**config.mk**
```make
export PLATFORM = sky130hd
export DESIGN_NAME = i2cbs_store
export DESIGN_NICKNAME = d
export VERILOG_FILES = /design/src/rtl/core/i2cbs_pkg.sv /design/src/rtl/core/i2cbs_store.sv
export SDC_FILE = /design/constraint.sdc
export NUM_CORES = 2
export LEC_CHECK = 0
export ABC_AREA = 1
export BUFFER_PORTS_ARGS = -buffer_cell sky130_fd_sc_hd__buf_2
export CAP_MARGIN = 20
export CORE_ASPECT_RATIO = 1.75
export CORE_MARGIN = 3
export CORE_UTILIZATION = 60
export CTS_CLUSTER_SIZE = 8
export DETAILED_ROUTE_END_ITERATION = 10
export PLACE_DENSITY = 0.76
export SYNTH_ARGS = -nofsm -noshare
export SYNTH_HDL_FRONTEND = slang
export SYNTH_SLANG_ARGS = --single-unit
```
**constraint.sdc**
```tcl
create_clock -name clock -period 2.4 [get_ports clock]
set_input_delay 0.24 -clock clock [delete_from_list [all_inputs] [get_ports clock]]
set_output_delay 0.24 -clock clock [all_outputs]
set_load 0.005 [all_outputs]
```
**src/rtl/core/i2cbs_pkg.sv**
```systemverilog
package i2cbs_pkg;

   localparam int DEV_ADDR_W  = 7;
   localparam int BYTE_W      = 8;
   localparam int STORE_DEPTH = 256;
   localparam int PTR_W       = $clog2(STORE_DEPTH);
   localparam int CSR_INDEX_W = 8;
   localparam int CSR_DATA_W  = 8;

   localparam logic [DEV_ADDR_W-1:0] READ_DEV_RESET  = 7'h31;
   localparam logic [DEV_ADDR_W-1:0] WRITE_DEV_RESET = 7'h32;
   localparam logic [BYTE_W-1:0]     ERASED_BYTE     = 8'hFF;

   typedef enum logic [1:0] {
      RESP_NONE = 2'd0,
      RESP_ACK  = 2'd1,
      RESP_DONE = 2'd2
   } resp_type;

   typedef enum logic [CSR_INDEX_W-1:0] {
      CSR_READ_DEV  = 8'd0,
      CSR_WRITE_DEV = 8'd1
   } csr_index_type;

   typedef struct packed {
      logic              bus_error;
      logic              collision;
      logic              address_stop_flag;
      logic              address_phase;
      logic              data_flag;
      logic              direction_read;
      logic              master_nack;
      logic [BYTE_W-1:0] rx_byte;
   } req_item_type;

   typedef struct packed {
      resp_type response;
      logic     tx_valid;
      logic     use_store;
   } rsp_item_type;

endpackage

```
**src/rtl/core/i2cbs_store.sv**
```systemverilog
module i2cbs_store import i2cbs_pkg::*; (
   input  logic              clock,
   input  logic              reset,
   input  logic              wr_en,
   input  logic [PTR_W-1:0]  wr_addr,
   input  logic [BYTE_W-1:0] wr_data,
   input  logic              rd_en,
   input  logic [PTR_W-1:0]  rd_addr,
   output logic [BYTE_W-1:0] rd_data
);

   logic [BYTE_W-1:0]      mem [STORE_DEPTH];
   logic [STORE_DEPTH-1:0] written_ff;
   logic [BYTE_W-1:0]      rd_data_ff;

   always_ff @(posedge clock) begin
      if (wr_en) begin
         mem[wr_addr] <= wr_data;
      end
   end

   // An entry never written since reset still reads as erased.
   always_ff @(posedge clock) begin
      if (reset) begin
         written_ff <= '0;
      end else if (wr_en) begin
         written_ff[wr_addr] <= 1'b1;
      end
   end

   always_ff @(posedge clock) begin
      if (rd_en) begin
         rd_data_ff <= written_ff[rd_addr] ? mem[rd_addr] : ERASED_BYTE;
      end
   end

   assign rd_data = rd_data_ff;

endmodule

```
==> run_results.csv <==
group,metric,value,unit
floorplan,ios,36,
detailed_routing,dr.pass1.iters,9,
detailed_routing,wl_per_cell,24.92,um
worst_setup_path,cp_data_required_time,2.96,ns
global_route,grt_overflow,0,
floorplan,die_y,527.3,um
synth,synth_cell_type_count,17,
floorplan,core-area,153800,um^2
timing,min_period_over_period,90.15,%
detailed_routing,via_per_inst,6.224,
place,pre_cts_slack,-0.3353,ns
layout,ff_latch_area,66860,um^2
clocking,clk_path_buf_depth,4,
layout,multiInputGateArea,23300,um^2
timing,final-setup-viol-count,0,
floorplan,die_w,303.9,um
synth,synthesis.nets,8413,
flow_run,maxCapViolations,0,
floorplan,dieArea,160200,um^2
pwr,p_per_area,840.6,nW/um^2
worst_setup_path,end_kind,"flip-flop",
global_route,antenna_found_initial,10,
layout,final_layout_size_suffix_gt1_share,11.46,%
worst_setup_path,cp_cell_sequence,"nand2_1, nand3_1, nand3_1, nand3_1, nand3_1, nand3_1, nand3_1, nand2_1, nand2_1, nand2_1, nand2_1",
timing,hold_viol,0,
clocking,root_buffer,"clkbuf_16",
global_route,grt_pass1_wl,411.6,mm
clocking,cts_sinks,2312,
layout,final_cell_mix,"nand2_1, nand3_1, edfxtp_1",
synth,netlist_instances,8385,
clocking,ctsHtreeMaxLevel,5,
timing,slew_viol_final,0,
worst_setup_path,cp_slowest_cell,"dfxtp_1",
worst_setup_path,arrival,2.73,ns
timing,tightestPinTransition,0.9221,ns
worst_setup_path,critPathMaxStageDelay,0.35,ns
floorplan,initial_core_util,60.58,%
worst_setup_path,cpMostUsedCell,"nand3_1",
clocking,clkTransAtPathRegs,0.05,ns
worst_setup_path,path_class,"reg -> reg",
worst_setup_path,cp-start-kind,"flip-flop",
layout,layout_commonest_cell,"nand2_1",
synth,seq_area_frac_synth,71.76,%
clocking,cts_buffers,330,
synth,ys_ff_latch,2312,
timing,setup_ws,0.2364,ns
run_status,status,"completed",
clocking,clock_latency,0.83,ns
clocking,cts_resized,0,
detailed_routing,ant_nets,0,
global_route,grt_pass1_vias,68310,
place,portBuffers,35,
layout,fillers,9974,
clocking,cts_setup_buffers,0,
worst_hold_path,hp-class,"in -> reg",
detailed_routing,drtIter0Drc,8777,
timing,rsz0062_at_grt,"no",
timing,whs,0.1995,ns
global_route,track_usage,33.95,%
clocking,cts_hold_buffers,11,
place,placed_cell_area,99800,um^2
clocking,cts_tree,"built",
place,hpwl,169.5,mm
pwr,p_leak,39.62,nW
timing,skew,0.05043,ns
worst_setup_path,path_buf_inv,0,
synth,syn_avg_cell_area,11.11,um^2
detailed_routing,drc,0,
timing,fin_setup_tns,0,ns
layout,area_growth,17.31,%
synth,ys_warn_count,0,
timing,fmax,462.2,MHz
synth,syn_area,93170,um^2
layout,final_area,109300,um^2
detailed_routing,routed_wl,276.2,mm
layout,final_nets,8870,
pwr,peakVddDrop,785.7,uV
worst_setup_path,path_delay_family,"simple AND/OR/NAND/NOR gates",
global_route,grt_max_degree,94,
floorplan,rows,190,
timing,slew_headroom,38.30,%
place,dp.cells,10520,
timing,fin_crit,2.164,ns
worst_setup_path,critPathMaxFanout,8,
place,place.gp.congestion,0.9508,
layout,fin_cells,11090,
detailed_routing,num_vias,68990,
[Yosys cell counts (all sizes together)]
master,instances,area (um^2)
buf,456,2322
clkbuf,108,405.4
clkinv,3,11.26
dfxtp,256,5125
edfxtp,2056,61740
inv,70,270.3
nand2,2331,8750
nand3,2284,11430
nor2,811,3044
nor3,5,25.02
o21ba,5,50.05
[kinds of logic (layout without fill, tap and decap cells)]
| logic type | Yosys count | after routing | share of synthesized area (%) |
|---|---|---|---|
| AOI/OAI and AO/OA | 5 | 5 | 0.05372 |
| buffers and inverters | 637 | 1311 | 3.230 |
| DFF | 2312 | 2312 | 71.76 |
| other | 0 | 10 | 0 |
| and+or+nand+nor | 5431 | 5431 | 24.95 |
[final timing paths]
kind | startpoint | to | slack [ns] | cells past startpoint
worst max-delay path | written_ff[97] | rd_data[6] | 0.24 | 11
worst min-delay path | wr_addr[1] | mem[158][4] | 0.20 | 5
worst max register to register | written_ff[97] | rd_data[6] | 0.24 | 11
worst min register to register | written_ff[229] | written_ff[229] | 0.47 | 2
[metrics by stage]
stage,total power (W),utilization [%]
after floorplan,0.04747,-
after global placement,0.05013,64.88
after detailed placement,0.05023,64.88
after CTS,0.09186,71.05
after global routing,0.09408,71.05
final,0.09188,71.06
[state kept, by name, summed over array words and instances, names as in the netlist]
name,count
rd_data,8
mem,2048
written_ff,256
[per-layer routing]
layer / GRT usage [%] / share of wire (%) / vias to the layer above
met1: 40.12 / 33 / 33230
met2: 57.23 / 49 / 4560
met3: 5.972 / 10 / 1011
met5: 0 / 0.013 / -
met4: 22.50 / 7.5 / 6
li1: - / - / 30180
[report_power, final]
part	internal [W]	switching (W)
Combinational	0.00164	0.00406
Sequential	0.0439	0.0000473
Clock	0.0256	0.0166
[area by class of cell]
type	instances	area share, %
Clock buffer	531	8.284
Sequential cell	2312	61.17
Clock inverter	18	0.2885
Antenna cell	10	0.02289
Timing Repair Buffer	689	6.306
Inverter	73	0.3011
Tap cell	2016	2.308
Multi-Input combinational cell	5436	21.32
[worst min-delay path: cells and delay by family]
| family | cells | cell delay [ns] |
|---|---|---|
| buffers and inverters | 2 | 0.28 |
| and+or+nand+nor | 3 | 0.32 |
No activity file was read; power rests on OpenSTA's default activity.
